===== src/rtl/lcdt_pkg.sv =====
// Shared types, codes and mode lengths for the LCD mode timing controller.
// No dependencies; imported by lcdt_core and lcd_mode_timing_controller.
package lcdt_pkg;

    typedef enum logic [1:0] {
        MODE_HBLANK = 2'd0,
        MODE_VBLANK = 2'd1,
        MODE_OAM    = 2'd2,
        MODE_XFER   = 2'd3
    } lcd_mode_t;

    localparam logic OP_TICK  = 1'b0;
    localparam logic OP_WRITE = 1'b1;

    localparam logic [3:0] REG_STAT = 4'd1;
    localparam logic [3:0] REG_LY   = 4'd4;
    localparam logic [3:0] REG_LYC  = 4'd5;

    // STAT select bit positions
    localparam int STAT_MATCH_BIT  = 6;
    localparam int STAT_OAM_BIT    = 5;
    localparam int STAT_VBLANK_BIT = 4;
    localparam int STAT_HBLANK_BIT = 3;

    localparam logic [7:0] LEN_HBLANK   = 8'd51;
    localparam logic [7:0] LEN_VBLANK   = 8'd114;
    localparam logic [7:0] LEN_OAM      = 8'd20;
    localparam logic [7:0] LEN_XFER     = 8'd43;
    localparam logic [7:0] LAST_VISIBLE = 8'd143;
    localparam logic [7:0] LAST_LINE    = 8'd153;

    typedef struct packed {
        logic       op;
        logic [5:0] ticks;
        logic [3:0] reg_index;
        logic [7:0] write_data;
    } item_t;

    typedef struct packed {
        lcd_mode_t  lcd_mode;
        logic [7:0] current_line;
        logic       line_match;
        logic       vblank_irq;
        logic       stat_irq;
        logic       render_line_strobe;
        logic       frame_done;
    } result_t;

    function automatic logic [7:0] mode_len(input lcd_mode_t mode);
        logic [7:0] len;
        unique case (mode)
            MODE_HBLANK: len = LEN_HBLANK;
            MODE_VBLANK: len = LEN_VBLANK;
            MODE_OAM:    len = LEN_OAM;
            default:     len = LEN_XFER;
        endcase
        return len;
    endfunction

endpackage


===== src/rtl/lcdt_core.sv =====
// Mode/line state registers and the combinational update for one item.
// Depends on lcdt_pkg.
module lcdt_core
    import lcdt_pkg::*;
(
    input  logic    clk,
    input  logic    rst_n,
    input  logic    step,
    input  item_t   item,
    output result_t result
);

    lcd_mode_t  mode_reg, mode_next;
    logic [7:0] cycle_reg, cycle_next;
    logic [7:0] line_reg, line_next;
    logic [7:0] cmp_reg, cmp_next;
    logic       en_match_reg, en_match_next;
    logic       en_oam_reg, en_oam_next;
    logic       en_vblank_reg, en_vblank_next;
    logic       en_hblank_reg, en_hblank_next;
    logic       match_reg, match_next;

    logic [8:0] sum_wide;
    logic [7:0] sum_sat;
    logic [7:0] sum_sub;
    logic [7:0] line_inc;
    logic       mode_done;
    logic       was_eq;
    logic       now_eq;
    logic       vblank_irq;
    logic       stat_irq;
    logic       strobe;
    logic       frame;

    always_comb
    begin
        sum_wide  = {1'b0, cycle_reg} + {3'b000, item.ticks};
        sum_sat   = sum_wide[8] ? 8'hFF : sum_wide[7:0];
        mode_done = (sum_sat >= mode_len(mode_reg));
        sum_sub   = sum_sat - mode_len(mode_reg);
        line_inc  = line_reg + 8'd1;
        was_eq    = (line_reg == cmp_reg);

        mode_next      = mode_reg;
        cycle_next     = cycle_reg;
        line_next      = line_reg;
        cmp_next       = cmp_reg;
        en_match_next  = en_match_reg;
        en_oam_next    = en_oam_reg;
        en_vblank_next = en_vblank_reg;
        en_hblank_next = en_hblank_reg;
        match_next     = match_reg;
        vblank_irq     = 1'b0;
        strobe         = 1'b0;
        frame          = 1'b0;
        stat_irq       = 1'b0;
        now_eq         = 1'b0;

        if (item.op == OP_WRITE)
        begin
            unique case (item.reg_index)
                REG_STAT:
                begin
                    en_match_next  = item.write_data[STAT_MATCH_BIT];
                    en_oam_next    = item.write_data[STAT_OAM_BIT];
                    en_vblank_next = item.write_data[STAT_VBLANK_BIT];
                    en_hblank_next = item.write_data[STAT_HBLANK_BIT];
                end
                REG_LY:  line_next = 8'd0;
                REG_LYC: cmp_next  = item.write_data;
                default: ;
            endcase
        end
        else
        begin
            cycle_next = mode_done ? sum_sub : sum_sat;
            if (mode_done)
            begin
                unique case (mode_reg)
                    MODE_HBLANK:
                    begin
                        line_next = line_inc;
                        if (line_reg == LAST_VISIBLE)
                        begin
                            mode_next  = MODE_VBLANK;
                            vblank_irq = 1'b1;
                            frame      = 1'b1;
                        end
                        else
                        begin
                            mode_next = MODE_OAM;
                        end
                    end
                    MODE_VBLANK:
                    begin
                        // wrap of an 8-bit line after a reset in VBlank stays in VBlank
                        if (line_inc > LAST_LINE)
                        begin
                            line_next = 8'd0;
                            mode_next = MODE_OAM;
                        end
                        else
                        begin
                            line_next = line_inc;
                        end
                    end
                    MODE_OAM: mode_next = MODE_XFER;
                    default:
                    begin
                        mode_next = MODE_HBLANK;
                        strobe    = 1'b1;
                    end
                endcase
            end
            now_eq     = (line_next == cmp_reg);
            match_next = now_eq;
            stat_irq   = (en_match_reg && !was_eq && now_eq)
                       || (en_hblank_reg && mode_next == MODE_HBLANK)
                       || (en_vblank_reg && mode_next == MODE_VBLANK)
                       || (en_oam_reg && mode_next == MODE_OAM);
        end

        result.lcd_mode           = mode_next;
        result.current_line       = line_next;
        result.line_match         = match_next;
        result.vblank_irq         = vblank_irq;
        result.stat_irq           = stat_irq;
        result.render_line_strobe = strobe;
        result.frame_done         = frame;
    end

    always_ff @(posedge clk or negedge rst_n)
    begin
        if (!rst_n)
        begin
            mode_reg      <= MODE_HBLANK;
            cycle_reg     <= 8'd0;
            line_reg      <= 8'd0;
            cmp_reg       <= 8'd0;
            en_match_reg  <= 1'b0;
            en_oam_reg    <= 1'b0;
            en_vblank_reg <= 1'b0;
            en_hblank_reg <= 1'b0;
            match_reg     <= 1'b0;
        end
        else if (step)
        begin
            mode_reg      <= mode_next;
            cycle_reg     <= cycle_next;
            line_reg      <= line_next;
            cmp_reg       <= cmp_next;
            en_match_reg  <= en_match_next;
            en_oam_reg    <= en_oam_next;
            en_vblank_reg <= en_vblank_next;
            en_hblank_reg <= en_hblank_next;
            match_reg     <= match_next;
        end
    end

endmodule


===== src/rtl/lcd_mode_timing_controller.sv =====
// Top level: input register, result register and handshake control.
// Depends on lcdt_pkg and lcdt_core.

// Steps an LCD through OAM search, transfer, HBlank and VBlank from tick items
// and takes STAT, line-reset and compare-line writes on the same channel. Every
// item, tick or write, gives exactly one result. One item is taken per clock
// cycle while the input is not stalled. Each item is loaded into the input
// register at its transfer; the state update then feeds the result register
// when that register can load. The input side stalls only when the input
// register is full and the result register cannot drain.
module lcd_mode_timing_controller
    import lcdt_pkg::*;
(
    input  logic       clk,
    input  logic       rst_n,
    input  logic       in_valid,
    output logic       in_stall,
    input  logic       op,
    input  logic [5:0] ticks,
    input  logic [3:0] reg_index,
    input  logic [7:0] write_data,
    output logic       out_valid,
    input  logic       out_stall,
    output logic [1:0] lcd_mode,
    output logic [7:0] current_line,
    output logic       line_match,
    output logic       vblank_irq,
    output logic       stat_irq,
    output logic       render_line_strobe,
    output logic       frame_done
);

    logic    s1_valid_reg, s1_valid_next;
    item_t   s1_item_reg;
    logic    out_valid_reg, out_valid_next;
    result_t res_reg;
    result_t res_next;
    logic    in_take;
    logic    out_load;

    assign out_load = s1_valid_reg && (!out_valid_reg || !out_stall);
    assign in_stall = s1_valid_reg && !out_load;
    assign in_take  = in_valid && !in_stall;

    lcdt_core u_core (
        .clk    (clk),
        .rst_n  (rst_n),
        .step   (out_load),
        .item   (s1_item_reg),
        .result (res_next)
    );

    always_comb
    begin
        if (in_take)
            s1_valid_next = 1'b1;
        else if (out_load)
            s1_valid_next = 1'b0;
        else
            s1_valid_next = s1_valid_reg;

        if (out_load)
            out_valid_next = 1'b1;
        else if (!out_stall)
            out_valid_next = 1'b0;
        else
            out_valid_next = out_valid_reg;
    end

    always_ff @(posedge clk or negedge rst_n)
    begin
        if (!rst_n)
        begin
            s1_valid_reg  <= 1'b0;
            out_valid_reg <= 1'b0;
        end
        else
        begin
            s1_valid_reg  <= s1_valid_next;
            out_valid_reg <= out_valid_next;
        end
    end

    always_ff @(posedge clk)
    begin
        if (in_take)
            s1_item_reg <= '{op: op, ticks: ticks, reg_index: reg_index,
                             write_data: write_data};
        if (out_load)
            res_reg <= res_next;
    end

    assign out_valid          = out_valid_reg;
    assign lcd_mode           = res_reg.lcd_mode;
    assign current_line       = res_reg.current_line;
    assign line_match         = res_reg.line_match;
    assign vblank_irq         = res_reg.vblank_irq;
    assign stat_irq           = res_reg.stat_irq;
    assign render_line_strobe = res_reg.render_line_strobe;
    assign frame_done         = res_reg.frame_done;

    a_strobe_hblank: assert property (@(posedge clk) disable iff (!rst_n)
        out_valid && render_line_strobe |-> lcd_mode == MODE_HBLANK)
        else $error("render strobe outside HBlank");

    a_frame_vblank: assert property (@(posedge clk) disable iff (!rst_n)
        out_valid && frame_done |-> vblank_irq && lcd_mode == MODE_VBLANK
                                    && current_line == LAST_VISIBLE + 8'd1)
        else $error("frame done without VBlank entry");

    a_stall_only_full: assert property (@(posedge clk) disable iff (!rst_n)
        !s1_valid_reg |-> !in_stall)
        else $error("input stalled with empty input register");

    a_out_drain: assert property (@(posedge clk) disable iff (!rst_n)
        out_valid && !out_stall && !s1_valid_reg |=> !out_valid)
        else $error("result repeated after transfer");

endmodule

===== config.mk =====
export PLATFORM = sky130hd
export DESIGN_NAME = lcd_mode_timing_controller
export DESIGN_NICKNAME = d
export VERILOG_FILES = /design/src/rtl/lcdt_pkg.sv /design/src/rtl/lcdt_core.sv /design/src/rtl/lcd_mode_timing_controller.sv
export SDC_FILE = /design/constraint.sdc
export NUM_CORES = 1
export LEC_CHECK = 0
export BUFFER_PORTS_ARGS = -buffer_cell sky130_fd_sc_hd__buf_2
export CORE_MARGIN = 5
export CORE_UTILIZATION = 64
export CTS_BUF_LIST = sky130_fd_sc_hd__clkbuf_16
export CTS_CLUSTER_SIZE = 8
export DETAILED_ROUTE_END_ITERATION = 8
export PLACE_DENSITY = 0.82
export SLEW_MARGIN = 20
export SYNTH_ARGS = -nofsm -noshare
export SYNTH_HDL_FRONTEND = slang
export SYNTH_SLANG_ARGS = --single-unit

===== constraint.sdc =====
create_clock -name clk -period 9.8 [get_ports clk]
set_clock_uncertainty 0.15 [all_clocks]
set_input_delay 2.45 -clock clk [delete_from_list [all_inputs] [get_ports clk]]
set_output_delay 2.45 -clock clk [all_outputs]
set_load 0.02 [all_outputs]

==> reports/qor.csv, run 1 <==
stage,metric,value,unit
status,status,completed,
cts,ctsHoldBuffers,0,
synth,synth_seq_cells,66,
synth,synth_top_area_share,24.0,%
pwr,power_density,337,nW/um^2
setup_path,cp_slowest_cell,buf_2,
sta,hold_violations,0,
synth,synth_seq_area_share,44.0,%
synth,synth_cell_type_count,75,
setup_path,path_class,in2out,
global_routing,grt_pass1_wl,15.1,mm
floorplanning,pin_count,40,
global_routing,antenna_found_initial,0,
sta,finalCritPeriodShare,55.6,%
sta,tns,0,ns
setup_path,timing.reg2reg.setup_slack,5.05,ns
floorplanning,core_region_area,6310,sq um
worst_hold_path,hold_start,s1_item_reg[1],
synth,synth_ff_type,edfxtp_1,
sta,relSlewSlack,40.8,%
synth,synthMuxAreaShare,5.88,%
cts,clk_latency,0.33,ns
floorplanning,dieArea,8150,sq um
drt,drtIter0Drc,266,
synth,async_flop_share,50.0,%
synth,synth_compound_area_share,17.7,%
place,port_buffers,39,
synth,yosysWarnings,0,
global_routing,grt.overflow.total,0,
sta,fmax,184,MHz
pwr,ir_drop,0.000182,V
cells_and_area,syn_to_final_growth,11.9,%
drt,wl,9.00,mm
synth,yosys.area_share.xor_xnor,4.25,%
sta,rsz0062_at_grt,false,
synth,synth_most_common_cell,nand2_1,
place,gp_congestion,0.876,
drt,vias,3185,
sta,hold_ws,0.329,ns
cts,clock-root-buffer,clkbuf_16,
cells_and_area,regArea,1820,sq um
setup_path,path_delay_family,buffers and inverters,
cts,cts-buffers-inserted,9,
cts,post_cts_buffers,0,
worst_hold_path,whs_endpoint,u_core.cmp_reg[1],
synth,yosys.area_share.simple,17.4,%
synth,synth-edff-count,33,
setup_path,arrival,2.85,ns
cells_and_area,num_antenna_cells,0,
cells_and_area,largest_register_ff_count,19,
setup_path,cp_data_required_time,7.20,ns
drt,wl_per_cell,17.6,um
synth,synth_nets,438,
cts,clk_pin_slew,0.05,ns
synth,netlist_instances,393,
cts,clk_path_buf_depth,2,
setup_path,slowest_delay,0.15,ns
synth,synth_commonest_cells,"45 x nand2_1, 35 x nor2_1, 33 x dfrtp_1, 33 x edfxtp_1, 22 x o21ai_0",
floorplanning,die-width,90.3,um
synth,synthesis.area,4130,sq um
drt,drc_errors,0,
global_routing,first_global_vias,3124,
global_routing,grt_usage,22.8,%
setup_path,worst-path-buf-inv,3,
cells_and_area,multi_input_area,2160,sq um
cells_and_area,drive_gt1_share,23.2,%
setup_path,r2r_end,stat_irq,
run,cap_violations,0,
setup_path,worst_setup_path_start_kind,input port,
setup_path,end_kind,output port,
cts,tritoncts,yes,
synth,syn_area_per_cell,10.5,sq um
floorplanning,initial_utilization,65.3,%
setup_path,cp_common_cell,buf_2,
place,dp_hpwl,6.46,mm
cts,ctsResizeCount,0,
floorplanning,die_y,90.3,um
floorplanning,rows,29,
drt,ant_nets,0,
synth,synth_top_family_by_area,compound AO/OA/AOI/OAI gates,
synth,synth_fa_ha_area_share,7.04,%
sta,finalCriticalPeriod,5.45,ns
setup_path,crit_fanout,3,
worst_hold_path,min_path_cells,1,
sta,worst_pin_slew,0.882,ns
sta,setup_violations,0,
cells_and_area,n_fill_cell,484,
global_routing,grt_max_degree,34,
synth,synth_top_area_cell,edfxtp_1,
cts,clock-sinks,66,
setup_path,ff2ff_path_depth,18,
cts,h-tree-depth,3,
drt,first_pass_iters,5,
drt,routed_via_density,6.22,
setup_path,rr_startpoint,s1_item_reg[12],
pwr,p_leak,0.00196,uW
synth,synthTopCellsByArea,"edfxtp_1 24%, dfrtp_1 20%, ha_1 6.1%",
sta,slew_viol_final,0,
setup_path,cp_cell_sequence,buf_2 -> nand3_1 -> inv_1 -> buf_2,
worst_hold_path,hold_class,reg2reg,
cells_and_area,num-nets-final,475,
-- kinds of logic (layout without fill, tap and decap cells) --
family,Yosys count,in the layout
compound gates,92,92
buf+inv,30,72
xor+xnor,20,20
fa+ha+maj,22,22
mux,22,22
simple gates,141,141
flops,66,66
-- placed cells by master, fill, tap and decap left out, drive strengths merged, types with 4 or more instances in the layout --
cell type	instances
a21o	5
a21oi	14
buf	39
clkbuf	9
clkinv	4
dfrtp	33
edfxtp	33
ha	20
inv	17
mux2	18
mux2i	4
nand2	47
nand2b	6
nand3	12
nand4	5
nor2	38
nor2b	4
nor3	8
o21ai	32
o31ai	5
xnor2	7
xor2	13
-- layout make-up --
type / instances / area share, %
inverters: 17 / 1.38
clock inverters: 7 / 1.33
clock buffers: 9 / 4.88
flip-flops and latches: 66 / 39.4
repair buffers: 39 / 4.23
well taps: 77 / 2.09
multi-input cells: 297 / 46.7
-- worst max-delay path by stage --
stage	from	endpoint	slack, ns	depth (start not counted)
final	out_stall	in_stall	4.35	4
after global routing	out_stall	in_stall	4.30	4
after CTS	out_stall	in_stall	4.34	4
after detailed placement	out_stall	in_stall	4.34	4
after global placement	out_stall	in_stall	4.36	4
after floorplan	out_stall	in_stall	4.50	2
-- metal layers --
layer | vias to the layer above | track usage (%) | wire, um
li1 | 1511 | - | -
met1 | 1511 | 30.5 | 3840
met2 | 132 | 36.1 | 4260
met5 | - | 0 | 0
met4 | 0 | 9.93 | 254
met3 | 31 | 4.58 | 644
-- power breakdown --
part | internal [uW] | switching [uW]
clock | 193 | 115
combinational | 319 | 511
sequential | 355 | 63.5
total | 868 | 690
-- through the flow --
stage	cell area [sq um]	power (uW)	utilization [%]	setup WS [ns]	cells
floorplan	4130	1050	-	4.50	393
global placement	4330	1200	68.6	4.36	496
detailed placement	4330	1230	68.6	4.34	496
CTS	4620	1550	73.1	4.34	512
global route	4620	1660	73.1	4.30	512
finish	4620	1560	73.1	4.35	512
Power figures use the tool's default switching activity.
==> inputs of run 2 (changes only) <==
--- a/config.mk
+++ b/config.mk
@@ -5,13 +5,14 @@
 export SDC_FILE = /design/constraint.sdc
 export NUM_CORES = 1
 export LEC_CHECK = 0
+export ABC_AREA = 1
 export BUFFER_PORTS_ARGS = -buffer_cell sky130_fd_sc_hd__buf_2
 export CORE_MARGIN = 5
-export CORE_UTILIZATION = 64
+export CORE_UTILIZATION = 60
 export CTS_BUF_LIST = sky130_fd_sc_hd__clkbuf_16
 export CTS_CLUSTER_SIZE = 8
 export DETAILED_ROUTE_END_ITERATION = 8
-export PLACE_DENSITY = 0.82
+export PLACE_DENSITY = 0.78
 export SLEW_MARGIN = 20
 export SYNTH_ARGS = -nofsm -noshare
 export SYNTH_HDL_FRONTEND = slang
==> constraint.sdc (replaced) <==
create_clock -name clk -period 5.1 [get_ports clk]
set_clock_uncertainty 0.15 [all_clocks]
set_input_delay 1.275 -clock clk [delete_from_list [all_inputs] [get_ports clk]]
set_output_delay 1.275 -clock clk [all_outputs]
set_load 0.02 [all_outputs]
==> run 2 against run 1 <==
- flip-flop and latch count did not move
- utilization is 4.1 points lower
- sequential power is 100% higher
- register-to-register slack got worse by 4.1 ns
- synthesized cell count up 25%
- routed wire length hardly changed
- clock-buffer cell count unchanged
- non-clock buffer count grew 1
- largest cell class unchanged
- largest power group unchanged
==> reports/qor.csv, run 2 <==
stage,metric,value,unit,change
synth,synth_seq_area_share,45.0,%,+0.91 points
cells_and_area,n_fill_cell,524,,+8.3%
cells_and_area,num_antenna_cells,0,,unchanged
status,status,completed,,
cells_and_area,mostFrequentLayoutCells,"143 x nand2_1, 59 x inv_1, 39 x buf_2",,
setup_path,end_kind,register,,
floorplanning,core_region_area,6680,sq um,+5.8%
sta,worst_pin_slew,0.963,ns,+0.0806 ns
sta,slew_viol_final,0,,unchanged
synth,synth_cell_type_count,41,,-45%
cells_and_area,finish.instance_area,4610,sq um,-0.14%
floorplanning,die_y,92.1,um,+2.0%
synth,netlist_instances,492,,+25%
place,gp_congestion,0.917,,+4.7%
setup_path,path_class,reg2reg,,
drt,first_pass_iters,4,,-1
synth,yosysWarnings,0,,unchanged
floorplanning,dieArea,8480,sq um,+4.0%
setup_path,cp_cell_sequence,ha_1 -> fa_1 -> nand3_1 -> nand2_2 -> a21oi_4 -> inv_1 -> or2_2 -> ha_1 -> nand2_1 -> inv_1 -> nand4_1 -> nand3_1 -> nand2_1 -> nand2_2 -> nor2_8 -> inv_4 -> o21ai_0 -> inv_1 -> nand3_1 -> nand2_1 -> inv_2 -> a21oi_2,,
global_routing,grt_use_met1,30.3,%,-0.19 points
sta,fmax,240,MHz,
cts,cts-buffers-inserted,9,,unchanged
global_routing,antenna_found_initial,0,,unchanged
setup_path,cp_data_required_time,5.01,ns,-2.19 ns
synth,async_flop_share,50.0,%,unchanged
cts,tritoncts,yes,,
global_routing,use_met3,3.77,%,-0.81 points
pwr,ir_drop,0.000368,V,+100%
cts,clock-root-buffer,clkbuf_16,,
setup_path,rr_startpoint,s1_item_reg[12],,
synth,synth_most_common_cell,nand2_1,,
cts,clk_path_buf_depth,2,,unchanged
setup_path,arrival,4.08,ns,+1.23 ns
cts,clk_latency,0.33,ns,about the same
synth,synth-edff-count,33,,unchanged
sta,finalCriticalPeriod,4.17,ns,
cells_and_area,drive_gt1_share,16.2,%,-7.0 points
cts,ctsResizeCount,0,,unchanged
setup_path,crit_fanout,15,,+12
place,port_buffers,39,,unchanged
synth,synth_top_area_cell,edfxtp_1,,
floorplanning,pin_count,40,,unchanged
synth,synth_commonest_cells,"143 x nand2_1, 59 x inv_1, 38 x nor2_1, 34 x o21ai_0",,
synth,synth_ff_type,edfxtp_1,,
setup_path,r2r_end,stat_irq,,
cts,clock-sinks,66,,unchanged
setup_path,slowest_delay,0.43,ns,+0.28 ns
drt,wl_per_cell,14.6,um,-17%
sta,rsz0062_at_grt,false,,
synth,yosys.area_share.xor_xnor,2.82,%,-1.4 points
cells_and_area,final_common_cell,nand2_1,,
cts,ctsHoldBuffers,0,,unchanged
drt,vias,3373,,+5.9%
setup_path,path_delay_family,simple AND/OR/NAND/NOR gates,,
synth,syn_area_per_cell,8.21,sq um,-22%
cells_and_area,num-nets-final,577,,+21%
drt,wl,8.99,mm,about the same
cells_and_area,syn_to_final_growth,14.1,%,
pwr,p_leak,0.00225,uW,+15%
synth,synth_top_area_share,24.5,%,+0.50 points
cts,post_cts_buffers,0,,unchanged
global_routing,first_global_vias,3277,,+4.9%
pwr,power_density,765,nW/um^2,+130%
worst_hold_path,hold_class,reg2reg,,
synth,yosys.area_share.simple,26.7,%,+9.3 points
setup_path,cp_slowest_cell,fa_1,,
floorplanning,initial_utilization,60.5,%,-4.9 points
cts,clk_pin_slew,0.06,ns,about the same
synth,synthMuxAreaShare,0,%,-5.9 points
global_routing,grt_pass1_wl,15.4,mm,+1.5%
floorplanning,die-width,92.1,um,+2.0%
floorplanning,rows,30,,+3.4%
sta,setup_violations,0,,unchanged
cells_and_area,largest_register_ff_count,19,,unchanged
setup_path,ff2ff_path_depth,22,,+4
synth,synth_fa_ha_area_share,7.18,%,+0.15 points
drt,routed_via_density,5.47,,-12%
sta,finalCritPeriodShare,81.8,%,
drt,drtIter0Drc,168,,-37%
place,dp_hpwl,6.68,mm,+3.5%
synth,synthesis.area,4040,sq um,-2.0%
sta,tns,0,ns,unchanged
setup_path,worst-path-buf-inv,5,,+2
worst_hold_path,hold_start,s1_valid_reg,,
drt,ant_nets,0,,unchanged
synth,synth_compound_area_share,11.1,%,-6.6 points
drt,drc_errors,0,,unchanged
run,cap_violations,0,,unchanged
worst_hold_path,whs_endpoint,out_valid,,
global_routing,top_usage_layer,met2,,
global_routing,grt.met2_usage,36.7,%,+0.58 points
sta,relSlewSlack,35.6,%,-5.2 points
synth,synth_seq_cells,66,,unchanged
synth,synth_nets,537,,+23%
synth,synth_top_family_by_area,simple AND/OR/NAND/NOR gates,,
cts,h-tree-depth,3,,unchanged
synth,synthTopCellsByArea,"edfxtp_1 25%, dfrtp_1 20%, nand2_1 13%",,
setup_path,worst_setup_path_start_kind,register,,
place,place_area,4300,sq um,-0.61%
global_routing,grt.overflow.total,0,,unchanged
sta,hold_violations,0,,unchanged
global_routing,grt_usage,22.9,%,+0.064 points
worst_hold_path,min_path_cells,2,,+1
global_routing,grt_max_degree,36,,+5.9%
setup_path,timing.reg2reg.setup_slack,0.93,ns,-4.12 ns
run 2: changes by cell type after synthesis, moves of 6 or more:
| cell | previous run | this run |
|---|---|---|
| o22ai_1 | 0 | 7 |
| inv_1 | 16 | 59 |
| mux2_2 | 18 | 0 |
| o21ai_0 | 22 | 34 |
| nor3_1 | 8 | 2 |
| nand3_1 | 11 | 31 |
| o21ai_1 | 8 | 2 |
| nand2_1 | 45 | 143 |
| nand2_2 | 1 | 7 |
| nand2b_1 | 6 | 0 |
run 2: cell families (layout without fill, tap and decap cells):
family / Yosys count / count (layout)
AOI/OAI and AO/OA: 74 / 74
xor gates and xnor gates: 13 / 13
and+or+nand+nor: 243 / 243
adders and majority gates: 22 / 22
buffers and inverters: 74 / 119
DFF: 66 / 66
run 2: layout make-up:
type	instances	area, sq um	area share, %
Clock buffer	9	225	4.89
Clock inverter	7	81.3	1.76
Inverter	63	239	5.18
Multi-Input combinational cell	352	1940	42.2
Sequential cell	66	1820	39.4
Tap cell	80	100	2.17
Timing Repair Buffer	40	203	4.40
run 2: worst register-to-register path, cell delays in order, from the launching register on:
cell and delay (ns):
edfxtp_1 0.37, ha_1 0.24, fa_1 0.43, nand3_1 0.12, nand2_2 0.10, a21oi_4 0.21, inv_1 0.09, or2_2 0.30
ha_1 0.35, nand2_1 0.09, inv_1 0.06, nand4_1 0.07, nand3_1 0.09, nand2_1 0.10, nand2_2 0.12, nor2_8 0.25
inv_4 0.12, o21ai_0 0.33, inv_1 0.08, nand3_1 0.07, nand2_1 0.06, inv_2 0.05, a21oi_2 0.04
run 2: how the worst max path moves through the flow:
stage	startpoint	endpoint	slack (ns)	depth (start not counted)
2_1_floorplan	s1_item_reg[12]	stat_irq	1.41	22
3_3_place_gp	s1_item_reg[12]	stat_irq	1.06	21
3_5_place_dp	s1_item_reg[12]	stat_irq	0.97	22
4_1_cts	s1_item_reg[12]	stat_irq	0.91	22
5_1_grt	s1_item_reg[12]	stat_irq	0.51	22
6_report	s1_item_reg[12]	stat_irq	0.93	22
run 2: per-layer routing:
metal | wire length [um] | share of wire, %
met1 | 4140 | 46
met2 | 4200 | 47
met5 | 0 | 0
met4 | 187 | 2.1
met3 | 460 | 5.1
run 2: power by group:
| part | leakage (uW) | internal [uW] | switching (uW) |
|---|---|---|---|
| Combinational | 0.00138 | 722 | 1310 |
| Clock | 0.000147 | 386 | 248 |
| Sequential | 0.000727 | 726 | 132 |
| Total | 0.00225 | 1830 | 1690 |
run 2: metrics by stage:
stage	instances	utilization [%]	power (uW)	setup slack (ns)	hold WS (ns)
5_1_grt	617	69.0	3850	0.508	0.369
3_3_place_gp	601	64.4	2820	1.06	0.317
4_1_cts	617	69.0	3520	0.914	0.337
6_report	617	69.0	3520	0.927	0.331
2_1_floorplan	492	-	2430	1.41	0.284
3_5_place_dp	601	64.4	2860	0.973	0.323
==> inputs of run 3 (changes only) <==
==> constraint.sdc (replaced) <==
create_clock -name clk -period 3.9 [get_ports clk]
set_clock_uncertainty 0.15 [all_clocks]
set_input_delay 0.975 -clock clk [delete_from_list [all_inputs] [get_ports clk]]
set_output_delay 0.975 -clock clk [all_outputs]
set_load 0.02 [all_outputs]
==> run 3 against run 2 <==
- non-clock buffer count grew 12
- clock-buffer cell count is the same
- routed wire length grew 7.0%
- die area unchanged
- maximum frequency grew 9.9%
- power up 47%
- combinational power rose by 57%
- sequential power grew 32%
- final cell count is 1.9% higher
- global-route usage rose by 0.19 points
- critical path type unchanged
- largest cell class unchanged
- highest routed layer unchanged
==> reports/qor.csv, run 3 (synthesis results as in run 2) <==
stage,metric,value,unit,change
floorplanning,die_y,92.1,um,unchanged
cts,h-tree-depth,3,,unchanged
sta,finalCriticalPeriod,3.80,ns,-0.375 ns
drt,first_pass_iters,5,,+1
place,dp_hpwl,6.68,mm,about the same
cts,cts-buffers-inserted,9,,unchanged
cts,clock-sinks,66,,unchanged
sta,fmax,263,MHz,+9.9%
sta,tns,0,ns,unchanged
global_routing,grt_max_degree,35,,-2.8%
sta,worst_pin_slew,0.948,ns,-0.0145 ns
pwr,switchingPower,2460,uW,+46%
global_routing,first_global_vias,3319,,+1.3%
sta,finalCritPeriodShare,97.4,%,+16 points
cts,clk_latency,0.33,ns,about the same
pwr,ir_drop,0.000472,V,+28%
cells_and_area,finish.utilization,72.5,%,+3.5 points
pwr,intPower,2700,uW,+47%
run,cap_violations,0,,unchanged
setup_path,ff2ff_path_depth,23,,+4.5%
global_routing,grt.overflow.total,0,,unchanged
floorplanning,dieArea,8480,sq um,unchanged
drt,vias,3474,,+3.0%
drt,routed_via_density,5.52,,+1.0%
cells_and_area,final_common_cell,nand2_1,,
pwr,combPwrFrac,61.8,%,+4.1 points
place,gp_congestion,0.988,,+7.7%
cells_and_area,syn_to_final_growth,19.9,%,
sta,slew_viol_final,0,,unchanged
cells_and_area,drive_gt1_share,23.7,%,+7.5 points
pwr,power.total,5170,uW,+47%
global_routing,grt_usage,23.1,%,+0.19 points
setup_path,path_class,reg2reg,,
drt,ant_nets,0,,unchanged
setup_path,worst_setup_path_start_kind,register,,
sta,setup_violations,0,,unchanged
place,pre_cts_ws,-0.0183,ns,-0.991 ns
cts,clk_path_buf_depth,2,,unchanged
setup_path,cp_slowest_cell,dfrtp_1,,
pwr,power_density,1070,nW/um^2,+39%
cts,clk_pin_slew,0.06,ns,about the same
global_routing,grt_pass1_wl,15.4,mm,+0.45%
sta,hold_violations,0,,unchanged
cells_and_area,num-nets-final,589,,+2.1%
setup_path,cp_data_required_time,3.93,ns,-1.08 ns
place,placedCellCount,604,,+0.50%
cts,ctsHoldBuffers,0,,unchanged
floorplanning,pin_count,40,,unchanged
worst_hold_path,hold_class,reg2reg,,
floorplanning,rows,30,,unchanged
status,status,completed,,
setup_path,crit_fanout,7,,-8
sta,worst_slack,0.102,ns,-0.825 ns
setup_path,slowest_delay,0.43,ns,about the same
drt,wl_per_cell,15.3,um,+5.0%
cts,clock-root-buffer,clkbuf_16,,
global_routing,antenna_found_initial,0,,unchanged
drt,drc_errors,0,,unchanged
cells_and_area,num_antenna_cells,0,,unchanged
setup_path,cp_cell_sequence,ha_4 -> or2_1 -> nand2_1 -> nor2_1 -> nor2_1 -> xor2_1 -> or2_4 -> ha_4 -> nand2_1 -> inv_2 -> nand4_1 -> nand3_2 -> nand2_2 -> nand2_4 -> o21ai_4 -> nand2_2 -> nand2_2 -> nand2_1 -> nand2_1 -> nand2_1 -> nor2_2 -> nand3_1 -> a21oi_2,,
cells_and_area,final_cells,629,,+1.9%
sta,relSlewSlack,36.1,%,+0.51 points
setup_path,cp_common_cell,nand2_1,,
worst_hold_path,min_path_cells,2,,unchanged
floorplanning,initial_utilization,60.5,%,unchanged
floorplanning,core_region_area,6680,sq um,unchanged
cts,tritoncts,yes,,
setup_path,arrival,3.83,ns,-0.25 ns
pwr,clkPwrFrac,16.3,%,-1.7 points
pwr,swShare,47.6,%,-0.32 points
cells_and_area,mostFrequentLayoutCells,"131 x nand2_1, 57 x inv_1, 39 x buf_2",,
drt,wl,9.63,mm,+7.0%
setup_path,end_kind,register,,
floorplanning,die-width,92.1,um,unchanged
pwr,p_leak,0.00231,uW,+2.6%
pwr,power.share.sequential,21.9,%,-2.4 points
cells_and_area,largest_register_ff_count,19,,unchanged
place,port_buffers,39,,unchanged
drt,drtIter0Drc,292,,+74%
run 3: path summary, 6_finish.rpt:
path,startpoint,endpoint,slack [ns]
min in group asynchronous,rst_n,u_core.line_reg[7],0.58
worst min-delay path,s1_valid_reg,out_valid,0.34
worst min register to register,s1_valid_reg,out_valid,0.34
worst max register to register,u_core.cycle_reg[2],stat_irq,0.10
worst max-delay path,u_core.cycle_reg[2],stat_irq,0.10
max in group asynchronous,rst_n,u_core.cmp_reg[0],2.51
run 3: routing by layer:
metal  vias to the layer above  share of wire, %  global-route usage, %
met4                         0               2.1                   10.4
li1                       1720                 -                      -
met2                       127                47                   36.1
met5                         -                 0                      0
met3                        22               5.6                   4.43
met1                      1605                45                   31.2
run 3: final cells by class:
type,instances,area [sq um]
repair buffers,52,293
clock inverters,7,82.6
inverters,63,239
multi-input cells,352,2090
well taps,80,100
clock buffers,9,225
flip-flops and latches,66,1820
fillers,484,1840
run 3: worst max-delay path, delay by kind of cell (launching register included):
kind            cells  cell delay, ns
simple gates       17            1.84
fa+ha+maj           2            0.54
compound gates      2            0.44
flops               1            0.43
xor+xnor            1            0.17
buf+inv             1            0.06
run 3: power by group through the flow:
stage	logic [uW]	registers (uW)	clock network, uW
floorplan	2060	1120	0
global placement	2610	1130	0
detailed placement	2650	1130	0
CTS	2690	1120	845
global route	3530	1150	884
finish	3190	1130	842
run 3: stage by stage:
stage	area (sq um)	hold slack, ns
final	4850	0.340
after global routing	4850	0.370
after CTS	4640	0.338
after detailed placement	4330	0.324
after global placement	4330	0.316
after floorplan	4040	0.284
run 3: timing repair:
action,4_1_cts,5_1_grt
pin swaps,1,26
setup buffers,0,9
resized for setup,2,36
endpoints found under the setup margin,1,14
